`src/lbps_pkg.sv`:
```
`default_nettype none

package lbps_pkg;

	localparam int LED_COUNT = 2;
	localparam int DUR_W = 14;
	localparam int STEP_W = 18;
	localparam int REP_W = 16;
	localparam int CFG_IDX_W = 3;

	localparam logic [LED_COUNT-1:0] LIT_DARK = 2'b00;
	localparam logic [LED_COUNT-1:0] LIT_YELLOW = 2'b01;
	localparam logic [LED_COUNT-1:0] LIT_RED = 2'b10;

	localparam logic OP_TICK = 1'b0;
	localparam logic OP_COMMAND = 1'b1;

	localparam logic [2:0] ACT_OFF = 3'd0;
	localparam logic [2:0] ACT_RED = 3'd1;
	localparam logic [2:0] ACT_YELLOW = 3'd2;
	localparam logic [2:0] ACT_RED_TW = 3'd3;
	localparam logic [2:0] ACT_YELLOW_TW = 3'd4;
	localparam logic [2:0] ACT_CROSS_TW = 3'd5;

	localparam logic [CFG_IDX_W-1:0] REG_POLARITY = 3'd0;
	localparam logic [CFG_IDX_W-1:0] REG_FLASH_ON = 3'd1;
	localparam logic [CFG_IDX_W-1:0] REG_FLASH_OFF = 3'd2;
	localparam logic [CFG_IDX_W-1:0] REG_CROSS_COLOR = 3'd3;
	localparam logic [CFG_IDX_W-1:0] REG_CROSS_DARK = 3'd4;

	localparam logic [DUR_W-1:0] FLASH_ON_RST = 14'd30;
	localparam logic [DUR_W-1:0] FLASH_OFF_RST = 14'd10000;
	localparam logic [DUR_W-1:0] CROSS_COLOR_RST = 14'd300;
	localparam logic [DUR_W-1:0] CROSS_DARK_RST = 14'd400;

	localparam logic [STEP_W-1:0] STEP_MAX = '1;

	typedef struct packed {
		logic [LED_COUNT-1:0] polarity;
		logic [DUR_W-1:0]     flash_on;
		logic [DUR_W-1:0]     flash_off;
		logic [DUR_W-1:0]     cross_color;
		logic [DUR_W-1:0]     cross_dark;
	} cfg_t;

	typedef struct packed {
		logic [2:0]           action;
		logic [1:0]           phase;
		logic [STEP_W-1:0]    steps;
		logic [STEP_W-1:0]    limit;
		logic [DUR_W-1:0]     ticks;
		logic [LED_COUNT-1:0] shown;
	} seq_state_t;

	function automatic logic is_pattern(input logic [2:0] act);
		return (act == ACT_RED_TW) || (act == ACT_YELLOW_TW) || (act == ACT_CROSS_TW);
	endfunction

endpackage

`default_nettype wire

```
`src/lbps_cfg.sv`:
```
`default_nettype none

module lbps_cfg import lbps_pkg::*; (
	input  wire logic                 clk,
	input  wire logic                 arst_n,
	input  wire logic                 cfg_we,
	input  wire logic [CFG_IDX_W-1:0] cfg_index,
	input  wire logic [DUR_W-1:0]     cfg_data,
	output cfg_t                      cfg
);

	cfg_t cfg_q;

	always_ff @(posedge clk or negedge arst_n) begin
		if (!arst_n) begin
			cfg_q.polarity <= '0;
			cfg_q.flash_on <= FLASH_ON_RST;
			cfg_q.flash_off <= FLASH_OFF_RST;
			cfg_q.cross_color <= CROSS_COLOR_RST;
			cfg_q.cross_dark <= CROSS_DARK_RST;
		end else if (cfg_we) begin
			unique case (cfg_index)
				REG_POLARITY: cfg_q.polarity <= cfg_data[LED_COUNT-1:0];
				REG_FLASH_ON: cfg_q.flash_on <= cfg_data;
				REG_FLASH_OFF: cfg_q.flash_off <= cfg_data;
				REG_CROSS_COLOR: cfg_q.cross_color <= cfg_data;
				REG_CROSS_DARK: cfg_q.cross_dark <= cfg_data;
				default: ;
			endcase
		end
	end

	assign cfg = cfg_q;

endmodule

`default_nettype wire

```
`src/lbps_step.sv`:
```
`default_nettype none

module lbps_step import lbps_pkg::*; (
	input  wire seq_state_t           cur,
	input  wire cfg_t                 cfg,
	input  wire logic                 opcode,
	input  wire logic [2:0]           action_code,
	input  wire logic [REP_W-1:0]     repeat_count,
	output seq_state_t                nxt,
	output logic [LED_COUNT-1:0]      pin_levels,
	output logic [LED_COUNT-1:0]      lit_code,
	output logic                      pattern_running
);

	function automatic seq_state_t next_phase(input seq_state_t s, input cfg_t c);
		seq_state_t       r;
		logic [1:0]       ph;
		logic             last;
		logic [DUR_W-1:0] d;
		r = s;
		if ((s.limit != '0) && (s.steps >= s.limit)) begin
			r = '0;
		end else begin
			if (s.action == ACT_CROSS_TW) begin
				ph = (s.phase == 2'd3) ? 2'd0 : s.phase;
				last = (ph == 2'd2);
				unique case (ph)
					2'd0: r.shown = LIT_RED;
					2'd1: r.shown = LIT_YELLOW;
					default: r.shown = LIT_DARK;
				endcase
				d = (ph == 2'd2) ? c.cross_dark : c.cross_color;
			end else begin
				ph = {1'b0, s.phase[0]};
				last = s.phase[0];
				if (ph == 2'd0) begin
					r.shown = (s.action == ACT_RED_TW) ? LIT_RED : LIT_YELLOW;
					d = c.flash_on;
				end else begin
					r.shown = LIT_DARK;
					d = c.flash_off;
				end
			end
			r.ticks = (d == '0) ? DUR_W'(1) : d;
			r.phase = last ? 2'd0 : ph + 2'd1;
			if (s.steps != STEP_MAX) begin
				r.steps = s.steps + STEP_W'(1);
			end
		end
		return r;
	endfunction

	logic [STEP_W-1:0] limit_calc;
	logic [DUR_W-1:0]  ticks_dec;

	assign limit_calc = {1'b0, repeat_count, 1'b0}
		+ ((action_code == ACT_CROSS_TW) ? {2'b00, repeat_count} : STEP_W'(0));
	assign ticks_dec = (cur.ticks != '0) ? cur.ticks - DUR_W'(1) : '0;

	always_comb begin
		nxt = cur;
		if (opcode == OP_COMMAND) begin
			nxt = '0;
			nxt.action = action_code;
			unique case (action_code)
				ACT_RED: nxt.shown = LIT_RED;
				ACT_YELLOW: nxt.shown = LIT_YELLOW;
				ACT_RED_TW, ACT_YELLOW_TW, ACT_CROSS_TW: begin
					nxt.limit = limit_calc;
					nxt = next_phase(nxt, cfg);
				end
				default: ;
			endcase
		end else if (is_pattern(cur.action)) begin
			nxt.ticks = ticks_dec;
			if (ticks_dec == '0) begin
				nxt = next_phase(nxt, cfg);
			end
		end
	end

	assign lit_code = nxt.shown;
	assign pin_levels = ~(nxt.shown ^ cfg.polarity);
	assign pattern_running = is_pattern(nxt.action);

endmodule

`default_nettype wire

```
`src/led_blink_pattern_sequencer.sv`:
```
`default_nettype none

// Two-LED blink sequencer, yellow on bit 0 and red on bit 1. Each input transfer is a 1 ms tick
// or a command, and each gives exactly one output transfer with the pin levels, the logical lit
// code and the running flag after that item. An item passes through the input register and then
// through the step logic into the output register. A new item is taken every cycle; the only
// limit is the output register, which holds while out_stall is high. Registers are written
// through cfg_we, cfg_index and cfg_data; the user must write them only while no item is in
// flight; the block does not enforce it. New phase lengths take effect at the next phase start.

module led_blink_pattern_sequencer import lbps_pkg::*; (
	input  wire logic                 clk,
	input  wire logic                 arst_n,
	input  wire logic                 cfg_we,
	input  wire logic [CFG_IDX_W-1:0] cfg_index,
	input  wire logic [DUR_W-1:0]     cfg_data,
	input  wire logic                 in_valid,
	output logic                      in_stall,
	input  wire logic                 opcode,
	input  wire logic [2:0]           action_code,
	input  wire logic [REP_W-1:0]     repeat_count,
	output logic                      out_valid,
	input  wire logic                 out_stall,
	output logic [LED_COUNT-1:0]      pin_levels,
	output logic [LED_COUNT-1:0]      lit_code,
	output logic                      pattern_running
);

	cfg_t                 cfg;
	seq_state_t           state_q;
	seq_state_t           state_nxt;
	logic                 valid_s1;
	logic                 opcode_s1;
	logic [2:0]           action_s1;
	logic [REP_W-1:0]     repeat_s1;
	logic                 out_valid_q;
	logic [LED_COUNT-1:0] pin_levels_q;
	logic [LED_COUNT-1:0] lit_code_q;
	logic                 running_q;
	logic [LED_COUNT-1:0] pin_nxt;
	logic [LED_COUNT-1:0] lit_nxt;
	logic                 running_nxt;
	logic                 in_take;
	logic                 advance;

	lbps_cfg u_cfg (
		.clk       (clk),
		.arst_n    (arst_n),
		.cfg_we    (cfg_we),
		.cfg_index (cfg_index),
		.cfg_data  (cfg_data),
		.cfg       (cfg)
	);

	lbps_step u_step (
		.cur             (state_q),
		.cfg             (cfg),
		.opcode          (opcode_s1),
		.action_code     (action_s1),
		.repeat_count    (repeat_s1),
		.nxt             (state_nxt),
		.pin_levels      (pin_nxt),
		.lit_code        (lit_nxt),
		.pattern_running (running_nxt)
	);

	assign advance = valid_s1 && (!out_valid_q || !out_stall);
	assign in_stall = valid_s1 && out_valid_q && out_stall;
	assign in_take = in_valid && !in_stall;

	always_ff @(posedge clk or negedge arst_n) begin
		if (!arst_n) begin
			valid_s1 <= 1'b0;
		end else if (in_take) begin
			valid_s1 <= 1'b1;
		end else if (advance) begin
			valid_s1 <= 1'b0;
		end
	end

	always_ff @(posedge clk) begin
		if (in_take) begin
			opcode_s1 <= opcode;
			action_s1 <= action_code;
			repeat_s1 <= repeat_count;
		end
	end

	always_ff @(posedge clk or negedge arst_n) begin
		if (!arst_n) begin
			state_q <= '0;
			out_valid_q <= 1'b0;
		end else if (advance) begin
			state_q <= state_nxt;
			out_valid_q <= 1'b1;
		end else if (!out_stall) begin
			out_valid_q <= 1'b0;
		end
	end

	always_ff @(posedge clk) begin
		if (advance) begin
			pin_levels_q <= pin_nxt;
			lit_code_q <= lit_nxt;
			running_q <= running_nxt;
		end
	end

	assign out_valid = out_valid_q;
	assign pin_levels = pin_levels_q;
	assign lit_code = lit_code_q;
	assign pattern_running = running_q;

	a_idle_clear: assert property (@(posedge clk) disable iff (!arst_n)
		!is_pattern(state_q.action) |-> (state_q.ticks == '0) && (state_q.phase == 2'd0))
		else $error("idle or steady state holds leftover phase state");

	a_run_ticks: assert property (@(posedge clk) disable iff (!arst_n)
		is_pattern(state_q.action) |-> (state_q.ticks != '0) && (state_q.phase != 2'd3))
		else $error("running pattern without time left in its phase");

	a_step_bound: assert property (@(posedge clk) disable iff (!arst_n)
		(state_q.limit != '0) |-> (state_q.steps <= state_q.limit))
		else $error("phase count ran past its limit");

	a_advance: assert property (@(posedge clk) disable iff (!arst_n)
		advance |=> out_valid_q)
		else $error("processed item did not reach the output register");

endmodule

`default_nettype wire

```
`config.mk`:
```
export PLATFORM = sky130hd
export DESIGN_NAME = led_blink_pattern_sequencer
export DESIGN_NICKNAME = d
export VERILOG_FILES = /design/src/lbps_pkg.sv /design/src/lbps_cfg.sv /design/src/lbps_step.sv /design/src/led_blink_pattern_sequencer.sv
export SDC_FILE = /design/constraint.sdc
export NUM_CORES = 1
export LEC_CHECK = 0
export BUFFER_PORTS_ARGS = -buffer_cell sky130_fd_sc_hd__buf_2
export CAP_MARGIN = 5
export CORE_ASPECT_RATIO = 1.25
export CORE_MARGIN = 2
export CORE_UTILIZATION = 30
export CTS_CLUSTER_SIZE = 10
export DETAILED_ROUTE_END_ITERATION = 10
export GPL_ROUTABILITY_DRIVEN = 0
export PLACE_DENSITY = 0.53
export SYNTH_ARGS = -nofsm -noshare
export SYNTH_HDL_FRONTEND = slang
export SYNTH_SLANG_ARGS = --single-unit
```
`constraint.sdc`:
```
create_clock -name clk -period 5.1 [get_ports clk]
set_clock_uncertainty 0.15 [all_clocks]
set_input_delay 0.51 -clock clk [delete_from_list [all_inputs] [get_ports clk]]
set_output_delay 0.51 -clock clk [all_outputs]
set_load 0.01 [all_outputs]
```
Yosys cells after proc, flatten, opt, wreduce, memory -nomap -nowiden
Index checks and enable logic that the tools add are counted.
W data, S select, Z words.
{"block": "totals", "reg_bits": 142, "inputBits": 42, "elab_cells": 143, "out_inout_bits": 7}
{"block": "op_classes", "bitwise_logic": 2, "magnitude_cmp": 2, "addsub": 5, "reduce_logical": 37, "mux": 58, "eq_ne": 20}
{"operator": "$mux W14", "count": 14}
{"operator": "$mux W57", "count": 3}
{"operator": "$mux W55", "count": 1}
{"operator": "$mux W18", "count": 3}
{"operator": "$mux W16", "count": 3}
{"operator": "$logic_not A14 Y1", "count": 3}
{"operator": "$mux W20", "count": 2}
{"operator": "$reduce_bool A18 Y1", "count": 2}
{"operator": "$mux W2", "count": 16}
{"operator": "$eq A3 B3 Y1 const B", "count": 7}
{"operator": "$add A17 B18 Y18", "count": 1}
{"operator": "$add A18 B1 Y18 const B", "count": 1}
{"operator": "$eq A3 B2 Y1 const B", "count": 6}
{"operator": "$ge A1 B18 Y1 const A", "count": 1}
{"operator": "$ge A18 B18 Y1", "count": 1}
{"operator": "$ne A18 B18 Y1 const B", "count": 1}
{"operator": "$reduce_bool A14 Y1", "count": 1}
{"operator": "$sub A14 B1 Y14 const B", "count": 1}
{"operator": "$mux W1", "count": 12}
{"operator": "$reduce_and A2 Y1", "count": 6}
{"operator": "$reduce_and A4 Y1", "count": 2}
{"operator": "$reduce_bool A2 Y1", "count": 4}
{"operator": "$eq A3 B1 Y1 const B", "count": 2}
{"operator": "$logic_and A1 B1 Y1", "count": 6}
{"operator": "16 further kinds", "count": 25}

Longest topological paths before layout
{"block": "depth", "depth_word": 18, "mapped_depth": 16, "depth_no_buf": 14}

Cells and area by module
A second synthesis with hierarchy kept.
{"block": "unflattened", "hier_cells": 860, "area_unflattened_um2": 9212.6}
{"module": "lbps_step", "area_each_um2": 3880.0, "n_inst": 1, "seq_area_each_um2": 0.0, "cells_each": 579}
{"module": "led_blink_pattern_sequencer", "area_each_um2": 3061.7, "n_inst": 1, "seq_area_each_um2": 2227.1, "cells_each": 153}
{"module": "lbps_cfg", "area_each_um2": 2270.9, "n_inst": 1, "seq_area_each_um2": 1471.4, "cells_each": 128}

Worst setup path after synthesis
Ideal clock, no wire load.
{"block": "synth_timing", "path_kind": "register to register", "start": "reg action_s1[2]", "end": "reg state_q[31] (netlist bit)", "setup_ps": 121, "slack_ps": 1472, "n_path_buf": 2, "period_less_slack_ps": 3628, "stages_incl_launch_ff": 17, "required_ps": 4829, "arrival_ps": 3357, "cell_sequence": "edfxtp_1 > nor2b_1 > clkbuf_1 > nand2_1 > clkbuf_1 > nor2_1 > ha_1 > inv_1 > fa_1 > nor2b_1 > o21a_1 > o21ai_0 > a21oi_1 > o41ai_1 > o21ai_0 > xor2_1 > a22o_1"}
{"block": "synth_via", "elab_chain_cells": 8, "word_cells_on_any_way": 12, "classes_between": "add/sub: 1; order compare: 1; eq/ne: 3; mux: 4; reduce/logical: 3"}
{"item": "start, declared", "line": "led_blink_pattern_sequencer.sv:34", "text": "logic [2:0] action_s1;"}
{"item": "start signal, assigned", "line": "led_blink_pattern_sequencer.sv:84", "text": "action_s1 <= action_code;"}
{"item": "$eq A3 B3 Y1", "line": "lbps_step.sv:57, lbps_step.sv:65"}
{"item": "$mux W16", "line": "lbps_step.sv:57", "text": "+ ((action_code == ACT_CROSS_TW) ? {2'b00, repeat_count} : STEP_W'(0));"}
{"item": "$add A17 B18 Y18", "line": "lbps_step.sv:57"}
{"item": "$ge A1 B18 Y1 or $reduce_bool A18 Y1 (tied branches)", "line": "lbps_step.sv:21", "text": "if ((s.limit != '0) && (s.steps >= s.limit)) begin"}
{"item": "$logic_and A1 B1 Y1", "line": "lbps_step.sv:21"}
{"item": "$mux W18", "line": "lbps_step.sv:21"}
{"item": "$mux W55 (*)", "line": "lbps_step.sv:65", "text": "unique case (action_code)"}
{"item": "$mux W57 (*)", "line": "lbps_step.sv:62", "text": "if (opcode == OP_COMMAND) begin"}
{"item": "end signal, assigned", "line": "led_blink_pattern_sequencer.sv:94", "text": "state_q <= state_nxt;"}
{"item": "end, declared", "line": "led_blink_pattern_sequencer.sv:30", "text": "seq_state_t state_q;"}
Mark *: on every way between the ends. The rest lies on a longest branch, timed or not.
A chain may end at the register's enable or synchronous reset.

Worst setup path after layout
{"block": "layout_timing", "start": "reg state_q[2] (netlist bit)", "end": "reg state_q[44] (netlist bit)"}
{"block": "layout_via", "elab_chain_cells": 5, "word_cells_on_any_way": 6, "classes_between": "add/sub: 1; mux: 1; reduce/logical: 4"}
{"item": "$sub A14 B1 Y14 or $reduce_bool A14 Y1 (tied branches)", "line": "lbps_step.sv:58", "text": "assign ticks_dec = (cur.ticks != '0) ? cur.ticks - DUR_W'(1) : '0;"}
{"item": "$mux W14 (*)", "line": "lbps_step.sv:58"}
{"item": "$logic_not A14 Y1 (*)", "line": "lbps_step.sv:76", "text": "if (ticks_dec == '0) begin"}
{"item": "$reduce_bool A2 Y1 (no line) (*)"}
{"item": "$reduce_and A4 Y1 (no line) (*)"}
Marked as above.

==> impl_results.md <==
- Status: finished, final reports clean
- Pleak: 4.01 nW
- Most common cell after layout, fill and taps aside: dfrtp_1
- Cts repair resizes: 0
- RR Startpoint: state_q[2]$_DFFE_PN0P_
- Clock sinks: 142
- Min-delay src: opcode
- Startpoint types: register
- Asr flop ratio synth: 82.4%
- GRT Overall Usage: 14.7%
- Commonest non-fill, non-tap cells in the layout: 101 x dfrtp_1, 64 x mux2_2, 62 x nand2_1
- Period Utilization, post-route: 80.0%
- Initial core utilization: 30.5%
- Area share of the largest cell type after synthesis: 30.1%
- Residual DRC: 0
- N_diodes: 0
- Synthesized area: 8400 um^2
- Initial DRC count: 430
- Layout cells sized above 1: 21.6%
- Max Cap Viol: 0
- Initial antenna violation count: 0
- Area Growth Syn to Fin: 14.8%
- RSZ-0062 raised after global routing: no
- Post-synthesis register bit count: 142
- Total negative setup slack: 0 ns
- Crit path from: state_q[2]$_DFFE_PN0P_
- CP arrival: 4.27 ns
- WL per Instance: 17.1 um
- IO Port Bufs: 48
- Worst setup EP type: register
- Clock slew at reported path FFs: 0.06 ns
- Sequential power share: 39.1%
- Root buffer cell: clkbuf_16
- Final setup violation count: 0
- Pre-CTS WS: 1.04 ns
- Slew Limit Fails: 0
- Cells after synthesis: 823
- Via/cell ratio: 5.27
- Comb power frac: 28.0%
- Worst Path Class, Setup: register to register
- Seq/Total Area, Yosys: 44.0%
- Crit path max-delay cell type: nor4_4
- Fill cells: 2839
- CTS max path bufs: 2
- Iteration count of the initial detailed-routing pass: 5
- Worst hold path type: primary input to register
- Final WS setup: 1.02 ns
- Largest net degree at the start of global routing: 47
- CTS buffer count: 17
- Crit path max-delay family: simple AND/OR/NAND/NOR gates
- Int Pwr: 2.63 mW
- Mean post-synth cell area: 10.2 um^2
- Reg2reg setup slack: 1.02 ns
- Clock share of power: 32.9%
- Htree depth: 4
- Syn nets: 904
- Fin crit period: 4.08 ns
- Final wirelength: 20.9 mm
- Core area: 27600 um^2
- Top_reg_cell synth: dfrtp_1
- Synth top area cells: dfrtp_1 30%, edfxtp_1 8.9%, mux2_2 8.6%
- Row count: 68
- Synth warnings: 0
- Overflow after GRT: 0
- VDD IR max: 245 uV
- Switching pwr: 1.34 mW
- Slew HR: 26.6%
- Die span in y: 191 um
- Total Die Area: 29400 um^2
- Slowest stage delay, CP: 0.55 ns
- Vias: 6464
- TritonCTS clock tree: done
- Crit path max fanout: 18
- Area leader, netlist: dfrtp_1
- Hpwl dp: 15.2 mm
- First-pass GRT wire length: 35.0 mm
- Worst Tran Pin Value: 1.10 ns
- Switching share of power: 33.7%
- I/O pin count: 49
- Vias in the first global route: 6404
- Die W: 154 um
- Buf/Inv on CP: 1
- Dpl cells: 1193
- Critical-path cell list: inv_1 > ha_1 > or3b_1 > nor4_4 > a21oi_2 > a2111oi_4 > o2111ai_2 > nand2b_4 > or2_0 > o31ai_1
- Pwr/cell area: 411 nW/um^2
- Skew-Pair Late Insertion Delay: 0.43 ns
- Peak Freq: 245 MHz
- Final net count: 944
- CP Data Required Time: 5.29 ns
- Final-report hold violation count: 0
- Post-route ant nets: 0
- Synth cell types: 68
- Post-synth EDFFs: 25
- Post-route insts no fill: 1226
## metal layers
layer | up-vias | wire length, um | track usage, %
met4 | 0 | 323 | 4.73
met2 | 118 | 9390 | 23.0
met5 | - | 0 | 0
met1 | 3183 | 10500 | 20.7
met3 | 26 | 679 | 2.43
li1 | 3137 | - | -
## registers in the layout (all words and copies together), names as in the netlist
signal / count
repeat_s1: 16
out_valid: 1
action_s1: 3
u_cfg.cfg: 58
valid_s1: 1
lit_code: 2
pin_levels: 2
opcode_s1: 1
pattern_running: 1
state_q: 57
## power by group through the flow
stage                     logic, mW  registers, mW  clock network [mW]
after floorplan               0.866           1.49                   0
after global placement         1.10           1.57                   0
after detailed placement       1.11           1.57                   0
after CTS                      1.11           1.55                1.32
after global routing           1.24           1.58                1.37
final                          1.11           1.55                1.30
## worst reg2reg max path, stage by stage, from the launching register on
cell and delay [ns]:
dfrtp_1 0.42, inv_1 0.13, ha_1 0.20, or3b_1 0.49, nor4_4 0.55, a21oi_2 0.08, a2111oi_4 0.40, o2111ai_2 0.54
nand2b_4 0.32, or2_0 0.41, o31ai_1 0.29
## cells by family (layout without fill, tap and decap cells)
family | count (synthesis) | in the layout | synth area share (%)
xor gates and xnor gates | 22 | 22 | 2.29
adders and majority gates | 39 | 39 | 5.90
muxes | 93 | 93 | 12.0
buffers and inverters | 76 | 129 | 3.55
DFF | 142 | 142 | 44.0
and+or+nand+nor | 243 | 243 | 15.7
AOI/OAI and AO/OA | 208 | 208 | 16.5
## cells in the mapped netlist (all sizes together) (13+ instances only)
cell and n:
inv 34, ha 38, and3 17, a22o 16, o22ai 13, dfstp 16
a21oi 52, nor2 28, xnor2 17, nor3 20, nand3 17, edfxtp 25
clkbuf 34, nand2 62, o21ai 47, nor4 19, a211oi 14, nor2b 16
mux2i 29, dfrtp 101, mux2 64
## path summary, 6_finish.rpt
kind / cells past startpoint / end
hold / removal: 1 / opcode_s1$_DFFE_PP_
min in group asynchronous: 2 / state_q[33]$_DFFE_PN0P_
hold reg to reg: 1 / state_q[1]$_DFFE_PN0P_
max in group asynchronous: 3 / u_cfg.cfg[5]$_DFFE_PN0P_
setup reg to reg: 10 / state_q[44]$_DFFE_PN0P_
setup / recovery: 10 / state_q[44]$_DFFE_PN0P_
## cell type report
cell class | instances | area, um^2 | share of cell area (%)
Clock inverter | 15 | 183 | 1.90
Inverter | 34 | 128 | 1.32
Clock buffer | 17 | 425 | 4.41
Multi-Input combinational cell | 605 | 4410 | 45.7
Timing Repair Buffer | 63 | 358 | 3.71
Sequential cell | 142 | 3700 | 38.4
Tap cell | 350 | 438 | 4.54
## timing repair
action,4_1_cts,5_1_grt
hold endpoints to repair,32,0
buffers inserted,0,0
hold buffers,1,0
## metrics by stage
step / hold WS [ns] / power (mW) / instance area [um^2] / utilization (%)
CTS: 0.0844 / 3.99 / 9640 / 35.0
finish: 0.0976 / 3.97 / 9640 / 35.0
floorplan: 0.0644 / 2.35 / 8400 / -
global placement: 0.334 / 2.67 / 9020 / 32.7
global route: 0.0848 / 4.19 / 9640 / 35.0
detailed placement: 0.338 / 2.68 / 9020 / 32.7
No activity file was read; power rests on OpenSTA's default activity.
